[src/rtl/core/assert_macros.svh]
// Assertion macros for the RTL that carries checks.
// No dependencies; pulled in by include where assertions are written.
`ifndef ASSERT_MACROS_SVH
`define ASSERT_MACROS_SVH

// Same-cycle implication under an active-low reset.
`define C2LE_ASSERT_IMPLY(label, clk, rst_n, ante, cons) \
    label: assert property (@(posedge clk) disable iff (!rst_n) (ante) |-> (cons)) \
        else $error("implication check failed");

// Next-cycle implication under an active-low reset.
`define C2LE_ASSERT_NEXT(label, clk, rst_n, ante, cons) \
    label: assert property (@(posedge clk) disable iff (!rst_n) (ante) |=> (cons)) \
        else $error("next-cycle check failed");

`endif

[src/rtl/core/c2le_pkg.sv]
// Shared types and constants of the 2-D convolution engine.
// Used by the controller, the datapath and the top level; no dependencies.
package c2le_pkg;

    // Default store dimensions
    localparam int C2LE_MAX_HEIGHT       = 32;
    localparam int C2LE_MAX_WIDTH        = 32;
    localparam int C2LE_MAX_IN_CHANNELS  = 8;
    localparam int C2LE_MAX_OUT_CHANNELS = 8;
    localparam int C2LE_MAX_KERNEL       = 5;

    // Field and register widths
    localparam int CMD_W      = 2;
    localparam int FCH_W      = 3;
    localparam int FPOS_W     = 5;
    localparam int VALUE_W    = 32;
    localparam int SAMPLE_W   = 16;
    localparam int PROD_W     = 32;
    localparam int ACC_W      = 48;
    localparam int HEIGHT_W   = 6;
    localparam int CH_W       = 4;
    localparam int K_W        = 3;
    localparam int STRIDE_W   = 2;
    localparam int PAD_W      = 3;
    localparam int SPAN_W     = 8;
    localparam int POS_W      = 9;
    localparam int CFG_INDEX_W = 3;
    localparam int CFG_DATA_W = 6;
    localparam int S_TDATA_W  = 48;
    localparam int M_TDATA_W  = 48;

    // Register reset values
    localparam logic [HEIGHT_W-1:0] RST_HEIGHT   = 6'd32;
    localparam logic [HEIGHT_W-1:0] RST_WIDTH    = 6'd32;
    localparam logic [CH_W-1:0]     RST_IN_CH    = 4'd1;
    localparam logic [CH_W-1:0]     RST_OUT_CH   = 4'd1;
    localparam logic [K_W-1:0]      RST_KERNEL   = 3'd3;
    localparam logic [STRIDE_W-1:0] RST_STRIDE   = 2'd1;
    localparam logic [PAD_W-1:0]    RST_PAD      = 3'd0;

    typedef enum logic [CMD_W-1:0] {
        CMD_LOAD_SAMPLE = 2'd0,
        CMD_LOAD_WEIGHT = 2'd1,
        CMD_LOAD_BIAS   = 2'd2,
        CMD_COMPUTE     = 2'd3
    } cmd_t;

    typedef enum logic [CFG_INDEX_W-1:0] {
        REG_INPUT_HEIGHT = 3'd0,
        REG_INPUT_WIDTH  = 3'd1,
        REG_IN_CHANNELS  = 3'd2,
        REG_OUT_CHANNELS = 3'd3,
        REG_KERNEL_SIZE  = 3'd4,
        REG_STRIDE       = 3'd5,
        REG_PAD_SIZE     = 3'd6,
        REG_USE_BIAS     = 3'd7
    } cfg_reg_t;

    typedef enum logic [2:0] {
        ST_IDLE,
        ST_LOAD,
        ST_WRITE,
        ST_CHECK,
        ST_WALK,
        ST_DRAIN,
        ST_EMIT,
        ST_REJECT
    } state_t;

    // Controller to datapath
    typedef struct packed {
        logic capture;
        logic load_addr;
        logic load_write;
        logic start;
        logic step;
        logic next_oc;
        logic emit;
        logic reject;
    } dp_cmd_t;

    // Datapath to controller
    typedef struct packed {
        logic req_ok;
        logic tap_last;
        logic pipe_busy;
        logic out_full;
        logic oc_last;
    } dp_status_t;

endpackage

[src/rtl/core/c2le_ctrl.sv]
// Sequencer of the convolution engine: request intake, loads, tap walk, drain, emit, reject.
// Depends on c2le_pkg; drives the datapath by dp_cmd_t, watches dp_status_t.
module c2le_ctrl
    import c2le_pkg::*;
(
    input  logic             clk,
    input  logic             rst_n,
    input  logic             s_tvalid,
    input  logic [CMD_W-1:0] s_tuser,
    output logic             s_tready,
    output dp_cmd_t          cmd,
    input  dp_status_t       status
);

    state_t state_reg;
    state_t state_next;

    always_ff @(posedge clk or negedge rst_n)
    begin
        if (!rst_n)
        begin
            state_reg <= ST_IDLE;
        end
        else
        begin
            state_reg <= state_next;
        end
    end

    always_comb
    begin
        state_next = state_reg;
        case (state_reg)
            ST_IDLE:
            begin
                if (s_tvalid)
                begin
                    state_next = (s_tuser == CMD_COMPUTE) ? ST_CHECK : ST_LOAD;
                end
            end
            ST_LOAD:   state_next = ST_WRITE;
            ST_WRITE:  state_next = ST_IDLE;
            ST_CHECK:  state_next = status.req_ok ? ST_WALK : ST_REJECT;
            ST_WALK:
            begin
                if (status.tap_last)
                begin
                    state_next = ST_DRAIN;
                end
            end
            ST_DRAIN:
            begin
                if (!status.pipe_busy)
                begin
                    state_next = ST_EMIT;
                end
            end
            ST_EMIT:
            begin
                if (!status.out_full)
                begin
                    state_next = status.oc_last ? ST_IDLE : ST_WALK;
                end
            end
            ST_REJECT:
            begin
                if (!status.out_full)
                begin
                    state_next = ST_IDLE;
                end
            end
            default:   state_next = ST_IDLE;
        endcase
    end

    always_comb
    begin
        s_tready = 1'b0;
        cmd      = '0;
        case (state_reg)
            ST_IDLE:
            begin
                s_tready    = 1'b1;
                cmd.capture = s_tvalid;
            end
            ST_LOAD:   cmd.load_addr  = 1'b1;
            ST_WRITE:  cmd.load_write = 1'b1;
            ST_CHECK:  cmd.start      = status.req_ok;
            ST_WALK:   cmd.step       = 1'b1;
            ST_DRAIN:  cmd            = '0;
            ST_EMIT:
            begin
                cmd.emit    = !status.out_full;
                cmd.next_oc = !status.out_full && !status.oc_last;
            end
            ST_REJECT: cmd.reject = !status.out_full;
            default:   cmd        = '0;
        endcase
    end

endmodule

[config.mk]
export PLATFORM = sky130hd
export DESIGN_NAME = c2le_ctrl
export DESIGN_NICKNAME = d
export VERILOG_FILES = /design/src/rtl/core/assert_macros.svh /design/src/rtl/core/c2le_pkg.sv /design/src/rtl/core/c2le_ctrl.sv
export SDC_FILE = /design/constraint.sdc
export NUM_CORES = 1
export LEC_CHECK = 0
export ABC_AREA = 1
export BUFFER_PORTS_ARGS = -buffer_cell sky130_fd_sc_hd__buf_2
export CORE_AREA = 2 2 39 41
export DETAILED_ROUTE_END_ITERATION = 8
export DIE_AREA = 0 0 41 43
export PLACE_DENSITY = 0.54
export SYNTH_ARGS = -nofsm -noshare
export SYNTH_HDL_FRONTEND = slang
export SYNTH_SLANG_ARGS = --single-unit
[constraint.sdc]
create_clock -name clk -period 1.04 [get_ports clk]
set_input_delay 0.156 -clock clk [delete_from_list [all_inputs] [get_ports clk]]
set_output_delay 0.156 -clock clk [all_outputs]
set_load 0.02 [all_outputs]
# == After elaboration in Yosys (flattened, before gate mapping) ==
# Cells that the tools add are included.
# classes
n_addsub,0
mul,0
div,0
order_cmp,0
eq_ne,13
shifts,0
mux,17
n_bitwise,0
reduce_logical,5
# op_table
cell,count
one-hot mux 3 bit (8 select lines),1
two-way mux 3 bit,6
equality test 3 bit (second input constant),4
inequality test 2 bit (second input constant),5
two-way mux 1 bit,7
equality test 3 x 2 -> 1 bit (second input constant),2
two-way mux 2 bit,3
AND reduction 5 bit,1
equality test 3 x 1 -> 1 bit (second input constant),1
logical NOT 3 bit,1
equality test 2 bit (second input constant),1
logical NOT 1 bit,2
logical AND 1 bit,1
# totals
regBits,3
latch_bits,0
mem_bits_rw,0
rom_bits,0
input_bits,10
output_inout_bits,9
word_cells,36
memories,0

# == Longest topological paths before layout ==
# depth
word_depth,4
ltp_mapped,7
depth_no_buf,7

# == Worst setup path before layout ==
# OpenSTA, ideal clock, no wires.
# synth_timing
path_kind,register to output
from,register state_reg[1]
to,output cmd[2] (netlist name)
arrival_ns,1.154
t_required_ns,0.884
slack_ns,-0.270
stages_incl_launch_ff,5
path_buffers,0
cell_sequence,dfrtp_1 -> inv_1 -> nor2_1 -> nand2_1 -> nor3_1
# synth_rtl
item,line_no,text
"start, declared",c2le_ctrl.sv:15,state_t state_reg;
"start signal, assigned",c2le_ctrl.sv:26,state_reg <= state_next;
"end, declared",c2le_ctrl.sv:11,"output dp_cmd_t cmd,"

==> impl_metrics.py <==
metrics = {
    "floorplanning": {
        "dieArea_mm2": 0.00176,
        "row_count": 14,
        "coreArea_mm2": 0.00138,
        "start_util_pct": 20.5,
        "fp.dieW_um": 41,
        "io_pins": 19,
        "fp.dieH_um": 43,
    },
    "timing": {
        "min_period_ns": 1.36,
        "rsz0062_at_grt": "yes",
        "hold_violations": 0,
        "setup_ws_ns": -0.325,
        "drv_slew": 0,
        "relSlewSlack_pct": 87.2,
        "worst_pin_slew_ns": 0.191,
        "finalSetupViolCount": 12,
        "period_share_pct": 131,
        "fmax_mhz": 733,
        "fin_skew_ns": 0.00134,
    },
    "placement": {
        "routabilityCongestion": 0.743,
        "placement.cell_area_um2": 488,
        "dp_hpwl_um": 678,
        "io_buffers": 18,
    },
    "pwr": {
        "power.density_mw_per_mm2": 2990,
        "p_leak_uw": 0.000348,
        "vdd_drop_max_mv": 1.53,
    },
    "yosys": {
        "synth_compound_area_share_pct": 4.85,
        "netlist_instances": 47,
        "syn_avg_cell_area_um2": 6.04,
        "syn_nets": 57,
        "yosysUniqueCellTypes": 14,
        "synth_xor_area_share_pct": 0,
        "yosys_register_bits": 3,
        "synthSimpleGateAreaFrac_pct": 56.8,
        "synth_top_family_by_area": "simple AND/OR/NAND/NOR gates",
        "syn_area_um2": 284,
        "ys_seq_area_share_pct": 26.4,
        "synth.area.mux_share_pct": 0,
        "synthAdderAreaFrac_pct": 0,
        "yosysWarnings": 0,
    },
    "route": {
        "drt_iter0_drc": 3,
        "wirelength_um": 923,
        "ant_nets": 0,
        "via_count": 430,
        "wire_per_inst_um": 9.42,
        "vias_per_cell": 4.39,
        "dr.pass1.iters": 2,
        "drcViolationCount": 0,
    },
    "global_route": {
        "gr-total-overflow": 0,
        "met3_usage_pct": 4.71,
        "antenna_found_initial": 0,
        "grt_pass1_vias": 356,
        "grt_max_degree": 7,
        "grt_util_met2_pct": 19.1,
        "grt_busiest_layer": "met2",
        "grt_use_met1_pct": 14.6,
        "grt_pass1_wl_um": 1470,
        "grt.total_usage_pct": 12.8,
    },
    "worst_setup_path": {
        "path_max_fanout": 4,
        "cp_cell_sequence": "inv_2 > nor2_4 > nand2_4 > nor3_4 > buf_4",
        "worst_setup_path_end_kind": "primary output",
        "cp_top_family": "flip-flops",
        "crit_arrival_ns": 1.21,
        "start_kind": "flop",
        "cpPeakStageDelay_ns": 0.39,
        "criticalPathCategory": "flop to primary output",
        "crit_slowest_cell": "dfrtp_1",
        "critical_path_buf_inv_count": 2,
        "worstPathRequired_ns": 0.88,
    },
    "finish": {
        "syn_to_final_growth_pct": 132,
        "drive_gt1_share_pct": 67.1,
        "antenna_cells": 0,
        "nNetsFinal": 93,
        "largest_reg_flops": 3,
        "fillCellCount": 146,
        "fin_area_um2": 659,
        "utilization_pct": 47.6,
    },
    "clocking": {
        "cts-root-buf": "clkbuf_4",
        "clk_pin_slew_worst_paths_ns": 0.04,
        "cts.path.max_buffers": 2,
        "cts.sinks": 3,
        "htreeDepth": 1,
        "cts_tree": "done",
        "cts_made_buffers": 3,
        "worst_skew_pair.late_latency_ns": 0.24,
    },
    "status": {
        "failed_checks": "setup timing",
        "status": "finished, violations left",
    },
    "worst_hold_path": {
        "holdCritPathClass": "primary input to async pin",
    },
    "flow_run": {
        "maxCapViolations": 0,
    },
}
cells in the mapped netlist, drive strengths merged:
master,number,area [µm²]
nor2,8,42.5
nand3,5,25.0
buf,1,7.51
o22ai,1,6.26
nand3b,1,7.51
o211ai,1,7.51
inv,7,26.3
nand2,15,61.3
nor3,5,25.0
dfrtp,3,75.1
final timing paths:
check / startpoint / endpoint / slack [ns] / cells after the start
max: state_reg[1] / cmd[2] / -0.32 / 5
min: rst_n / state_reg[0] / 0.24 / 2
max reg2reg: state_reg[1] / state_reg[1] / -0.18 / 8
min reg2reg: state_reg[0] / state_reg[0] / 0.74 / 3
max in group asynchronous: rst_n / state_reg[2] / 0.68 / 2
min in group clk: status[1] / state_reg[1] / 0.27 / 3
placed cells by master (no fill, tap or decap):
| master | Yosys | routed |
|---|---|---|
| buf_2 | 0 | 9 |
| buf_4 | 1 | 14 |
| buf_6 | 0 | 8 |
| clkbuf_1 | 0 | 1 |
| clkbuf_4 | 0 | 3 |
| dfrtp_1 | 3 | 1 |
| dfrtp_2 | 0 | 2 |
| dlygate4sd3_1 | 0 | 1 |
| inv_1 | 6 | 5 |
| inv_2 | 1 | 1 |
| inv_4 | 0 | 1 |
| nand2_1 | 13 | 10 |
| nand2_2 | 2 | 3 |
| nand2_4 | 0 | 2 |
| nand3_1 | 5 | 4 |
| nand3_2 | 0 | 1 |
| nand3b_1 | 1 | 1 |
| nor2_1 | 5 | 2 |
| nor2_2 | 2 | 1 |
| nor2_4 | 1 | 5 |
| nor3_2 | 0 | 4 |
| nor3_4 | 0 | 1 |
| o211ai_1 | 1 | 1 |
| o22ai_1 | 1 | 1 |
layout make-up:
type | count | area, µm² | area share (%)
clock buffer | 4 | 26.3 | 3.98
inverter | 7 | 28.8 | 4.36
multi-input combinational | 36 | 256 | 38.9
sequential | 3 | 77.6 | 11.8
tap | 16 | 20.0 | 3.04
timing repair buffer | 32 | 250 | 38.0
per-stage QoR:
stage | std cells | power, µW | hold WS [ns] | setup TNS (ns) | setup slack, ns
after global routing | 98 | 2100 | 0.262 | -3.57 | -0.376
after detailed placement | 88 | 1290 | -0.0444 | -0.604 | -0.105
after global placement | 88 | 1290 | -0.0452 | -0.595 | -0.0956
after CTS | 98 | 1940 | 0.246 | -2.95 | -0.319
after floorplan | 47 | 907 | -0.140 | -0.454 | -0.112
final | 98 | 1970 | 0.239 | -2.98 | -0.325
layer usage:
metal | share of wire, % | vias up
met2 | 50 | 16
li1 | - | 221
met4 | 1.6 | 0
met5 | 0 | -
met3 | 6.0 | 2
met1 | 42 | 191
report_power, final:
| part | switching, µW | internal [µW] | total [µW] |
|---|---|---|---|
| logic | 747 | 728 | 1480 |
| clock network | 68.7 | 144 | 213 |
| registers | 99.8 | 185 | 284 |
what timing repair did:
| action | in CTS | in global routing |
|---|---|---|
| hold endpoints to repair | 3 | 0 |
| resized for setup | 26 | 3 |
| setup buffers | 5 | 0 |
| hold buffers | 1 | 0 |
| pin swaps | 4 | 2 |
| setup endpoints to repair | 11 | 12 |
kinds of logic after synthesis:
family | count (synthesis)
AOI/OAI and AO/OA | 2
buffers and inverters | 8
DFF | 3
and+or+nand+nor | 34
No activity file was read; power rests on OpenSTA's default activity.
